==> src/hw/rtl/mbe_pkg.sv <==
// mbe_pkg: shared constants of the escape-time core
// no dependencies; used by mbe_mul, mandelbrot_escape_time_core and the testbench
package mbe_pkg;

  // default fraction bits of the Q8.F datapath
  localparam int FRAC_BITS_DEF = 28;

  // default width of the iteration counter
  localparam int COUNT_BITS_DEF = 16;

  // register map
  localparam int CFG_DATA_W = 32;
  localparam int CFG_ADDR_W = 2;
  localparam int LIMIT_W = 16;
  localparam logic [LIMIT_W-1:0] MAX_ITER_RESET = 16'd255;

  // width of the operands of the shared multiplier for a given fraction width
  function automatic int mul_width(input int frac_bits);
    return frac_bits + 2;
  endfunction

endpackage

==> src/hw/rtl/mandelbrot_escape_time_core.sv <==
// mandelbrot_escape_time_core: escape-time iteration of one point c
// depends on mbe_pkg and mbe_mul (the one multiplier shared by all products)
//
// Usage:
//   An item (in_c_real, in_c_imag, signed Q4.F) is taken at a rising edge with
//   start high and busy low. z starts at 0 and z = z*z + c repeats while
//   |z|^2 < 4 and the count is below max_iterations. busy stays high until the
//   result is shown.
//   The result (out_iteration_count, out_reached_limit) is on the output ports
//   for exactly one cycle with out_valid high; the receiver has no way to stall.
//   Each iteration steps through S_CHK, S_SQR, S_SQI and S_CRS: three products
//   go one after another through the single registered multiplier, then z and
//   the count update. An item leaves from S_CHK on the limit test or on a
//   component at 2.0 or beyond, or from S_SQI on the |z|^2 test; the next item
//   can be taken while the result strobe is shown.
//   max_iterations is written over the APB port at any byte address (reset 255)
//   and must only change while busy is low. A limit of 0 gives count 0 with
//   out_reached_limit set.
//   Reset (rst_n low, synchronous) drops any item in flight, clears busy and
//   out_valid and restores max_iterations to 255.
module mandelbrot_escape_time_core #(
  parameter int FRAC_BITS  = mbe_pkg::FRAC_BITS_DEF,
  parameter int COUNT_BITS = mbe_pkg::COUNT_BITS_DEF
) (
  input  logic                            clk,
  input  logic                            rst_n,
  // item input
  input  logic                            start,
  output logic                            busy,
  input  logic signed [31:0]              in_c_real,
  input  logic signed [31:0]              in_c_imag,
  // result
  output logic                            out_valid,
  output logic [15:0]                     out_iteration_count,
  output logic                            out_reached_limit,
  // configuration
  input  logic                            psel,
  input  logic                            penable,
  input  logic                            pwrite,
  input  logic [mbe_pkg::CFG_ADDR_W-1:0]  paddr,
  input  logic [mbe_pkg::CFG_DATA_W-1:0]  pwdata,
  output logic [mbe_pkg::CFG_DATA_W-1:0]  prdata,
  output logic                            pready
);

  localparam int ZW  = FRAC_BITS + 8;               // Q8.F values
  localparam int NW  = ZW + 1;                      // sums before clamping
  localparam int W   = mbe_pkg::mul_width(FRAC_BITS);
  localparam int PW  = 2 * W;
  localparam int SQW = FRAC_BITS + 3;               // truncated square
  localparam int XW  = FRAC_BITS + 4;               // truncated 2*zr*zi
  localparam int CW  = (ZW > 32) ? ZW : 32;         // input before clamping
  localparam int MW  = (COUNT_BITS > mbe_pkg::LIMIT_W) ? COUNT_BITS : mbe_pkg::LIMIT_W;
  localparam int LW  = mbe_pkg::LIMIT_W;

  localparam logic signed [NW-1:0] ZMAX_N = (NW'(1) <<< (ZW - 1)) - NW'(1);
  localparam logic signed [NW-1:0] ZMIN_N = -ZMAX_N - NW'(1);
  localparam logic signed [CW-1:0] ZMAX_C = CW'(ZMAX_N);
  localparam logic signed [CW-1:0] ZMIN_C = CW'(ZMIN_N);
  localparam logic signed [ZW-1:0] TWO_Q  = ZW'(2) <<< FRAC_BITS;
  localparam logic signed [ZW-1:0] NTWO_Q = -TWO_Q;
  localparam logic signed [SQW:0]  FOUR_Q = (SQW + 1)'(4) <<< FRAC_BITS;
  localparam logic [COUNT_BITS-1:0] CMAX  = '1;

  typedef enum logic [2:0] {
    S_IDLE,
    S_CHK,    // limit and magnitude tests, zr*zr into the multiplier
    S_SQR,    // take zr^2, zi*zi into the multiplier
    S_SQI,    // take zi^2, escape test, new zr, zr*zi into the multiplier
    S_CRS     // take 2*zr*zi, new zi, count up
  } state_t;

  state_t                   state_r, state_nxt;
  logic signed [ZW-1:0]     cr_r, cr_nxt;
  logic signed [ZW-1:0]     ci_r, ci_nxt;
  logic signed [ZW-1:0]     zr_r, zr_nxt;
  logic signed [ZW-1:0]     zi_r, zi_nxt;
  logic signed [ZW-1:0]     nr_r, nr_nxt;
  logic signed [SQW-1:0]    sr_r, sr_nxt;
  logic [COUNT_BITS-1:0]    n_r, n_nxt;
  logic                     out_valid_r, out_valid_nxt;
  logic [15:0]              out_count_r, out_count_nxt;
  logic                     out_lim_r, out_lim_nxt;
  logic [LW-1:0]            max_iter_r;

  logic signed [W-1:0]      mul_a, mul_b;
  logic signed [PW-1:0]     prod_r;
  logic signed [SQW-1:0]    sq_w;
  logic signed [XW-1:0]     cross_w;
  logic signed [SQW:0]      mag2_w;
  logic signed [NW-1:0]     nr_full, ni_full;
  logic signed [CW-1:0]     cr_ext, ci_ext;
  logic [COUNT_BITS-1:0]    limit_w;
  logic [MW-1:0]            n_ext;
  logic                     big_w, accept_w, cfg_wr;

  // configuration register
  assign pready = 1'b1;
  assign cfg_wr = psel & penable & pwrite & pready;
  assign prdata = mbe_pkg::CFG_DATA_W'(max_iter_r);

  always_ff @(posedge clk) begin
    if (!rst_n) begin
      max_iter_r <= mbe_pkg::MAX_ITER_RESET;
    end else if (cfg_wr && (paddr >> 2) == '0) begin
      max_iter_r <= pwdata[LW-1:0];
    end
  end

  // limit saturated to the counter range
  always_comb begin
    if (MW'(max_iter_r) > MW'(CMAX)) begin
      limit_w = CMAX;
    end else begin
      limit_w = COUNT_BITS'(max_iter_r);
    end
  end

  // input point clamped into the Q8 range
  assign cr_ext = CW'(in_c_real);
  assign ci_ext = CW'(in_c_imag);

  always_comb begin
    if (cr_ext > ZMAX_C) begin
      cr_nxt = ZW'(ZMAX_C);
    end else if (cr_ext < ZMIN_C) begin
      cr_nxt = ZW'(ZMIN_C);
    end else begin
      cr_nxt = ZW'(cr_ext);
    end
    if (ci_ext > ZMAX_C) begin
      ci_nxt = ZW'(ZMAX_C);
    end else if (ci_ext < ZMIN_C) begin
      ci_nxt = ZW'(ZMIN_C);
    end else begin
      ci_nxt = ZW'(ci_ext);
    end
  end

  // operand select of the shared multiplier
  always_comb begin
    case (state_r)
      S_SQR: begin
        mul_a = zi_r[W-1:0];
        mul_b = zi_r[W-1:0];
      end
      S_SQI: begin
        mul_a = zr_r[W-1:0];
        mul_b = zi_r[W-1:0];
      end
      default: begin
        mul_a = zr_r[W-1:0];
        mul_b = zr_r[W-1:0];
      end
    endcase
  end

  mbe_mul #(
    .FRAC_BITS (FRAC_BITS)
  ) u_mul (
    .clk    (clk),
    .op_a   (mul_a),
    .op_b   (mul_b),
    .prod_r (prod_r)
  );

  // truncated products (arithmetic shift is floor)
  assign sq_w    = prod_r[FRAC_BITS+SQW-1:FRAC_BITS];
  assign cross_w = prod_r[FRAC_BITS-1+XW-1:FRAC_BITS-1];
  assign mag2_w  = (SQW + 1)'(sr_r) + (SQW + 1)'(sq_w);
  assign nr_full = NW'(sr_r) - NW'(sq_w) + NW'(cr_r);
  assign ni_full = NW'(cross_w) + NW'(ci_r);

  // components at or beyond 2.0 escape without squaring
  assign big_w = (zr_r >= TWO_Q) || (zr_r <= NTWO_Q) ||
                 (zi_r >= TWO_Q) || (zi_r <= NTWO_Q);

  assign accept_w = start && (state_r == S_IDLE);
  assign n_ext    = MW'(n_r);

  // sequencer
  always_comb begin
    state_nxt     = state_r;
    zr_nxt        = zr_r;
    zi_nxt        = zi_r;
    nr_nxt        = nr_r;
    sr_nxt        = sr_r;
    n_nxt         = n_r;
    out_valid_nxt = 1'b0;
    out_count_nxt = out_count_r;
    out_lim_nxt   = out_lim_r;
    case (state_r)
      S_IDLE: begin
        if (accept_w) begin
          zr_nxt    = '0;
          zi_nxt    = '0;
          n_nxt     = '0;
          state_nxt = S_CHK;
        end
      end
      S_CHK: begin
        if (n_r == limit_w || big_w) begin
          out_valid_nxt = 1'b1;
          out_count_nxt = n_ext[15:0];
          out_lim_nxt   = (n_r == limit_w);
          state_nxt     = S_IDLE;
        end else begin
          state_nxt = S_SQR;
        end
      end
      S_SQR: begin
        sr_nxt    = sq_w;
        state_nxt = S_SQI;
      end
      S_SQI: begin
        if (mag2_w >= FOUR_Q) begin
          out_valid_nxt = 1'b1;
          out_count_nxt = n_ext[15:0];
          out_lim_nxt   = 1'b0;
          state_nxt     = S_IDLE;
        end else begin
          if (nr_full > ZMAX_N) begin
            nr_nxt = ZW'(ZMAX_N);
          end else if (nr_full < ZMIN_N) begin
            nr_nxt = ZW'(ZMIN_N);
          end else begin
            nr_nxt = ZW'(nr_full);
          end
          state_nxt = S_CRS;
        end
      end
      S_CRS: begin
        zr_nxt = nr_r;
        if (ni_full > ZMAX_N) begin
          zi_nxt = ZW'(ZMAX_N);
        end else if (ni_full < ZMIN_N) begin
          zi_nxt = ZW'(ZMIN_N);
        end else begin
          zi_nxt = ZW'(ni_full);
        end
        n_nxt     = n_r + COUNT_BITS'(1);
        state_nxt = S_CHK;
      end
      default: begin
        state_nxt = S_IDLE;
      end
    endcase
  end

  // state and registered outputs
  always_ff @(posedge clk) begin
    if (!rst_n) begin
      state_r     <= S_IDLE;
      out_valid_r <= 1'b0;
    end else begin
      state_r     <= state_nxt;
      out_valid_r <= out_valid_nxt;
    end
    zr_r        <= zr_nxt;
    zi_r        <= zi_nxt;
    nr_r        <= nr_nxt;
    sr_r        <= sr_nxt;
    n_r         <= n_nxt;
    out_count_r <= out_count_nxt;
    out_lim_r   <= out_lim_nxt;
    if (accept_w) begin
      cr_r <= cr_nxt;
      ci_r <= ci_nxt;
    end
  end

  assign busy                = (state_r != S_IDLE);
  assign out_valid           = out_valid_r;
  assign out_iteration_count = out_count_r;
  assign out_reached_limit   = out_lim_r;

endmodule

==> src/hw/rtl/mbe_mul.sv <==
// mbe_mul: shared signed multiplier with registered product
// depends on mbe_pkg for the default operand width
module mbe_mul #(
  parameter int FRAC_BITS = mbe_pkg::FRAC_BITS_DEF,
  localparam int W = mbe_pkg::mul_width(FRAC_BITS)
) (
  input  logic                  clk,
  input  logic signed [W-1:0]   op_a,
  input  logic signed [W-1:0]   op_b,
  output logic signed [2*W-1:0] prod_r
);

  logic signed [2*W-1:0] prod_nxt;

  // full precision product, registered once
  assign prod_nxt = op_a * op_b;

  always_ff @(posedge clk) begin
    prod_r <= prod_nxt;
  end

endmodule

==> config.mk <==
export PLATFORM = sky130hd
export DESIGN_NAME = mandelbrot_escape_time_core
export DESIGN_NICKNAME = d
export VERILOG_FILES = /design/src/hw/rtl/mbe_pkg.sv /design/src/hw/rtl/mandelbrot_escape_time_core.sv /design/src/hw/rtl/mbe_mul.sv
export SDC_FILE = /design/constraint.sdc
export NUM_CORES = 2
export LEC_CHECK = 0
export BUFFER_PORTS_ARGS = -buffer_cell sky130_fd_sc_hd__buf_2
export CORE_ASPECT_RATIO = 0.75
export CORE_MARGIN = 2
export CORE_UTILIZATION = 55
export CTS_BUF_LIST = sky130_fd_sc_hd__clkbuf_16
export DETAILED_ROUTE_END_ITERATION = 8
export PLACE_DENSITY = 0.83
export SETUP_SLACK_MARGIN = 0.4
export SLEW_MARGIN = 5
export SYNTH_ARGS = -nofsm -noshare
export SYNTH_HDL_FRONTEND = slang
export SYNTH_SLANG_ARGS = --single-unit
==> constraint.sdc <==
create_clock -name clk -period 10.06 [get_ports clk]
set_clock_uncertainty 0.05 [all_clocks]
set_input_delay 1.006 -clock clk [delete_from_list [all_inputs] [get_ports clk]]
set_output_delay 1.006 -clock clk [all_outputs]
set_load 0.02 [all_outputs]
* Word-level counts from Yosys, hierarchy flattened *
Cells that the tools add are included.

operators by class
  $add $sub $neg = 5
  $mul = 1
  bitwise operators = 3
  order comparisons = 14
  eq/ne operators = 8
  reductions and logical operators = 13
  multiplexer cells = 26

operators with widths
  kind                     count
  $mux W36                 6
  $pmux W36 S2             2
  $add A32 B36 Y37         2
  $gt A37 B36 Y1 const B   2
  $lt A37 B36 Y1 const B   2
  $ge A36 B31 Y1 const B   2
  $gt A32 B36 Y1 const B   2
  $le A36 B30 Y1 const B   2
  $lt A32 B36 Y1 const B   2
  $mux W16                 4
  $pmux W16 S2             2
  $mux W30                 2
  $mul A30 B30 Y59         1
  $add A31 B31 Y32         1
  $ge A32 B32 Y1 const B   1
  $sub A31 B31 Y32         1
  $add A16 B1 Y16 const B  1
  $eq A16 B16 Y1           1
  $gt A16 B16 Y1 const B   1
  $pmux W3 S5              1
  $eq A3 B2 Y1 const B     2
  $mux W3                  2
  $ne A2 B2 Y1 const B     3
  $logic_or A1 B1 Y1       4
  14 further kinds         21

word-level totals
  register bits after elaboration = 323
  output and inout port bits = 52
  bits of input ports = 104

* Longest topological paths before layout *
  word-level depth = 7
  gate-level depth with buffers = 33
  depth with buffers taken out = 28

* Hierarchy *
A second synthesis with hierarchy kept.

second synthesis, totals
  cells, all modules = 5,177
  area total of the unflattened synthesis = 50,231.9 um^2

modules (own cells, without submodules)
  module                       area each (um^2)  seq. area each (um^2)  cells an instance  times used
  mbe_mul                      33,940.1          1,201.2                3,632              1
  mandelbrot_escape_time_core  16,291.9          7,547.2                1,545              1

* Worst setup path after synthesis *
No wires, ideal clock.

  kind = flip-flop to flip-flop
  start point = reg state_r[2]
  end point = reg u_mul.prod_r[56]
  slack = 904 ps
  required time = 9,888 ps
  cell stages (with the launch flop) = 31
  data arrival time = 8,985 ps
  cell sequence = dfxtp_1 > clkbuf_1 > nor3b_1 > buf_2 > buf_1 > mux2i_1 > clkbuf_1 > nor2_1 > fa_1 > fa_1 > inv_1 > fa_1 > fa_1 > inv_1 > fa_1 > fa_1 > fa_1 > inv_1 > fa_1 > inv_1 > ha_1 > a21o_1 > a21oi_1 > o21bai_1 > a211o_1 > o211ai_1 > o41ai_4 > a21oi_4 > o311ai_2 > a311o_1 > o311a_1

on the way
  word-level cells in the longest chain between the ends = 4
  elaborated cells on any way between the ends = 6
  those cells by class = mul: 1; eq/ne: 2; mux: 2; reduce/logical: 1

ends and longest elaborated chain
  item                        line                                source
  from (decl)                 mandelbrot_escape_time_core.sv:73   state_t state_r, state_nxt;
  from (signal assigned)      mandelbrot_escape_time_core.sv:256  state_r <= state_nxt;
  $eq A3 B2 Y1                mandelbrot_escape_time_core.sv:142  case (state_r)
  $reduce_or A2 Y1 (no line)  -
  $mux W30                    mandelbrot_escape_time_core.sv:142
  $mul A30 B30 Y59 (*)        mbe_mul.sv:16                       assign prod_nxt = op_a * op_b;
  via u_mul.prod_nxt[56]      mbe_mul.sv:13                       logic signed [2*W-1:0] prod_nxt;
  to (signal assigned)        mbe_mul.sv:19                       prod_r <= prod_nxt;
  to (decl)                   mbe_mul.sv:10                       output logic signed [2*W-1:0] prod_r

The timed path passes the listed nets; every way through them passes the cells marked *.
A chain may end at the register's enable or synchronous reset.

* Final worst setup path *
  start point = reg state_r[1]
  end point = reg u_mul.prod_r[56]

Same word-level chain as after synthesis.

==> metrics.txt <==
# TYPE chip_impl_metric gauge
chip_impl_info{name="status",value="finished clean"} 1
chip_impl_metric{name="final_min_period_over_clock_period",unit="%"} 94.6
chip_impl_info{name="start_kind",value="flip-flop"} 1
chip_impl_metric{name="finalHoldViolCount",unit=""} 0
chip_impl_metric{name="critical-path-max-stage-delay",unit="ns"} 0.96
chip_impl_info{name="dominantRegCellSynth",value="edfxtp_1"} 1
chip_impl_info{name="highest_layer",value="met5"} 1
chip_impl_info{name="yosys.cell_count.top_type",value="inv_1"} 1
chip_impl_info{name="critical_path.slowest_cell",value="mux2_2"} 1
chip_impl_metric{name="post_synth.cell_area_avg",unit="um^2"} 9.69
chip_impl_metric{name="grt_pass1_wl",unit="um"} 213000
chip_impl_metric{name="post_cts_hold_buffer_count",unit=""} 0
chip_impl_metric{name="critPathArrivalTime",unit="ns"} 9.90
chip_impl_metric{name="final_cells",unit=""} 6038
chip_impl_info{name="min_path_type",value="flip-flop to flip-flop"} 1
chip_impl_metric{name="gp_congestion",unit=""} 0.992
chip_impl_metric{name="num-fill-cells",unit=""} 6798
chip_impl_metric{name="floorplan.core_area",unit="mm^2"} 0.0845
chip_impl_metric{name="drv.max_cap_violation_count",unit=""} 0
chip_impl_metric{name="register_area_share_after_synthesis",unit="%"} 17.4
chip_impl_metric{name="detail_route.vias_per_cell",unit=""} 5.84
chip_impl_metric{name="setup_violations",unit=""} 0
chip_impl_metric{name="critPathRequiredTime",unit="ns"} 10.45
chip_impl_metric{name="ys_types",unit=""} 78
chip_impl_metric{name="io_pins",unit=""} 156
chip_impl_metric{name="drt_drc_violations_left",unit=""} 0
chip_impl_metric{name="period_minus_slack",unit="ns"} 9.51
chip_impl_metric{name="floorplan_die_area",unit="mm^2"} 0.0882
chip_impl_metric{name="cts.path.max_buffers",unit=""} 3
chip_impl_info{name="grt_setup_unrepaired",value="true"} 1
chip_impl_metric{name="routed-wl-met3",unit="um"} 19200
chip_impl_metric{name="synth-edff-count",unit=""} 238
chip_impl_info{name="setup.worst_path.class",value="flip-flop to flip-flop"} 1
chip_impl_info{name="yosys-top-cells-area",value="fa_1, edfxtp_1, inv_1"} 1
chip_impl_metric{name="io_buffers",unit=""} 120
chip_impl_metric{name="wl_per_cell",unit="um"} 22.6
chip_impl_metric{name="ff_latch_area",unit="mm^2"} 0.00819
chip_impl_metric{name="cts.reportedPaths.clkPinSlew",unit="ns"} 0.07
chip_impl_metric{name="grt_antenna_before_repair",unit=""} 5
chip_impl_info{name="clock-root-buffer",value="clkbuf_16"} 1
chip_impl_info{name="critical_path.most_common_cell",value="fa_1"} 1
chip_impl_metric{name="routed_wirelength",unit="um"} 136000
chip_impl_metric{name="met2_wirelength",unit="um"} 59400
chip_impl_metric{name="worstPathMaxFanout",unit=""} 30
chip_impl_metric{name="cts_num_sinks",unit=""} 290
chip_impl_metric{name="reg2reg_depth",unit=""} 27
chip_impl_metric{name="floorplan.initialDensity",unit="%"} 55.8
chip_impl_metric{name="timing_max_transition_violations_final",unit=""} 0
chip_impl_info{name="cp-end-kind",value="flip-flop"} 1
chip_impl_info{name="post-synth-top-area-cell",value="fa_1"} 1
chip_impl_metric{name="via_count",unit=""} 35200
chip_impl_metric{name="dieWidth",unit="um"} 342
chip_impl_metric{name="synth_warnings",unit=""} 0
chip_impl_metric{name="fmax",unit="MHz"} 105
chip_impl_metric{name="cts_buffers",unit=""} 25
chip_impl_metric{name="post_synth_instance_area",unit="mm^2"} 0.0472
chip_impl_metric{name="drive_above_1_share",unit="%"} 8.11
chip_impl_metric{name="finalSetupTns",unit="ns"} 0
chip_impl_metric{name="multi_input_comb_area",unit="mm^2"} 0.0340
chip_impl_metric{name="detailedRoute.firstPassIterationCount",unit=""} 8
chip_impl_metric{name="grt_use_total",unit="%"} 31.7
chip_impl_metric{name="synth.ff_latch_count",unit=""} 290
chip_impl_metric{name="placementRows",unit=""} 92
chip_impl_info{name="synth_top_cells_by_count",value="inv_1, fa_1, nand2_1, nor2_1, ha_1"} 1
chip_impl_metric{name="clock_latency",unit="ns"} 0.57
chip_impl_metric{name="synthToLayoutAreaGrowth",unit="%"} 6.18
chip_impl_metric{name="ctsHtreeMaxLevel",unit=""} 1
chip_impl_metric{name="max_slew_headroom",unit="%"} 16.8
chip_impl_metric{name="met1Wirelength",unit="um"} 50800
chip_impl_metric{name="timing.hold.worst_path_depth",unit=""} 2
chip_impl_metric{name="floorplan.die.height",unit="um"} 258
chip_impl_metric{name="vias_in_the_first_global_route",unit=""} 36800
chip_impl_metric{name="drtIter0Drc",unit=""} 3987
chip_impl_metric{name="hpwlAfterDp",unit="um"} 108000
chip_impl_metric{name="grt_ovf",unit=""} 0
chip_impl_metric{name="fin_nets",unit=""} 6245
chip_impl_metric{name="netlist_instances",unit=""} 4869
chip_impl_metric{name="yosys.area.top_type_share",unit="%"} 41.7
chip_impl_metric{name="share_of_synthesized_flip_flops_with_an_asynchronous_set_or_reset",unit="%"} 0
chip_impl_metric{name="tightest_slew",unit="ns"} 1.25
chip_impl_info{name="cts_tree",value="done"} 1
chip_impl_metric{name="post-place-cells",unit=""} 5986
chip_impl_metric{name="grt_max_degree",unit=""} 67
chip_impl_metric{name="ant_nets",unit=""} 0
stage by stage:
step / hold slack (ns) / setup slack, ns / cell area (um^2) / utilization [%]
after global placement: 0.418 / 0.690 / 49200 / 58.2
after global routing: 0.471 / 0.322 / 50100 / 59.3
final: 0.443 / 0.547 / 50100 / 59.3
after detailed placement: 0.428 / 0.480 / 49200 / 58.2
after floorplan: 0.430 / 0.904 / 47200 / -
after CTS: 0.441 / 0.440 / 50000 / 59.2
logic make-up (layout without fill, tap and decap cells):
family	Yosys count	in the layout	share of synthesized area [%]
flip-flops	290	290	17.4
other	2	20	0.0159
AND/OR/NAND/NOR	1288	1288	11.4
buffers and inverters	1348	1371	10.9
multiplexers	113	113	2.55
XOR/XNOR	131	131	2.46
adder cells (fa/ha/maj)	1287	1287	49.7
AO/OA/AOI/OAI	410	410	5.64
state kept, by name, indices dropped and copies added (netlist names):
register / cells
out_valid: 1
n_ext: 16
nr_r: 36
cr_r: 33
zr_r: 36
u_mul.prod_r: 32
state_r: 3
out_reached_limit: 1
ci_r: 33
out_iteration_count: 16
sr_r: 31
zi_r: 36
max_iter_r: 16
area by class of cell:
type	instances	share of cell area, %
Inverter	1091	8.18
Antenna cell	3	0.0150
Multi-Input combinational cell	3246	67.9
Clock inverter	20	0.367
Timing Repair Buffer	235	3.10
Tap cell	1128	2.82
Clock buffer	25	1.25
Sequential cell	290	16.3
metal layers:
| layer | vias up | global-route usage (%) |
|---|---|---|
| met5 | - | 0 |
| met4 | 8 | 12.7 |
| met3 | 502 | 10.4 |
| met2 | 2235 | 47.6 |
| met1 | 17700 | 42.9 |
| li1 | 14800 | - |
worst paths after layout:
check             slack, ns                          end                        start
hold reg to reg        0.44  max_iter_r[11]$_SDFFE_PN0P_  max_iter_r[11]$_SDFFE_PN0P_
hold / removal         0.44  max_iter_r[11]$_SDFFE_PN0P_  max_iter_r[11]$_SDFFE_PN0P_
setup reg to reg       0.55     u_mul.prod_r[56]$_DFF_P_      state_r[1]$_SDFFE_PN0P_
setup / recovery       0.55     u_mul.prod_r[56]$_DFF_P_      state_r[1]$_SDFFE_PN0P_
critical path, delay by kind of cell, from the launching register on:
family	cells	cell delay, ns
muxes	1	0.96
buffers and inverters	6	0.49
adders and majority gates	9	4.41
and+or+nand+nor	6	1.52
AOI/OAI and AO/OA	5	1.41
DFF	1	0.50
layout by cell type, fill, tap and decap left out, types with 21 or more instances in the layout:
cell and n:
buf_2 120, dfxtp_1 52, nand3_1 34, o21ai_1 40
xnor2_1 84, mux2i_1 43, xor2_1 45, nand4_1 31
a21o_1 69, nand2_1 534, o21ai_0 53, fa_1 983
nor3_1 21, inv_1 1092, nor2_1 524, buf_4 108
and3_1 50, mux2_2 54, maj3_2 30, nand2b_1 23
edfxtp_1 238, a21oi_1 125, ha_1 269, clkbuf_16 25
repair_timing:
action | CTS | global route
gates resized for setup | 0 | 10
buffers inserted | 0 | 4
setup endpoints to repair | 0 | 10
Power is left out: the tool's default activity adds up to more than one toggle a clock period on the data nets, which glitch-free logic cannot reach.
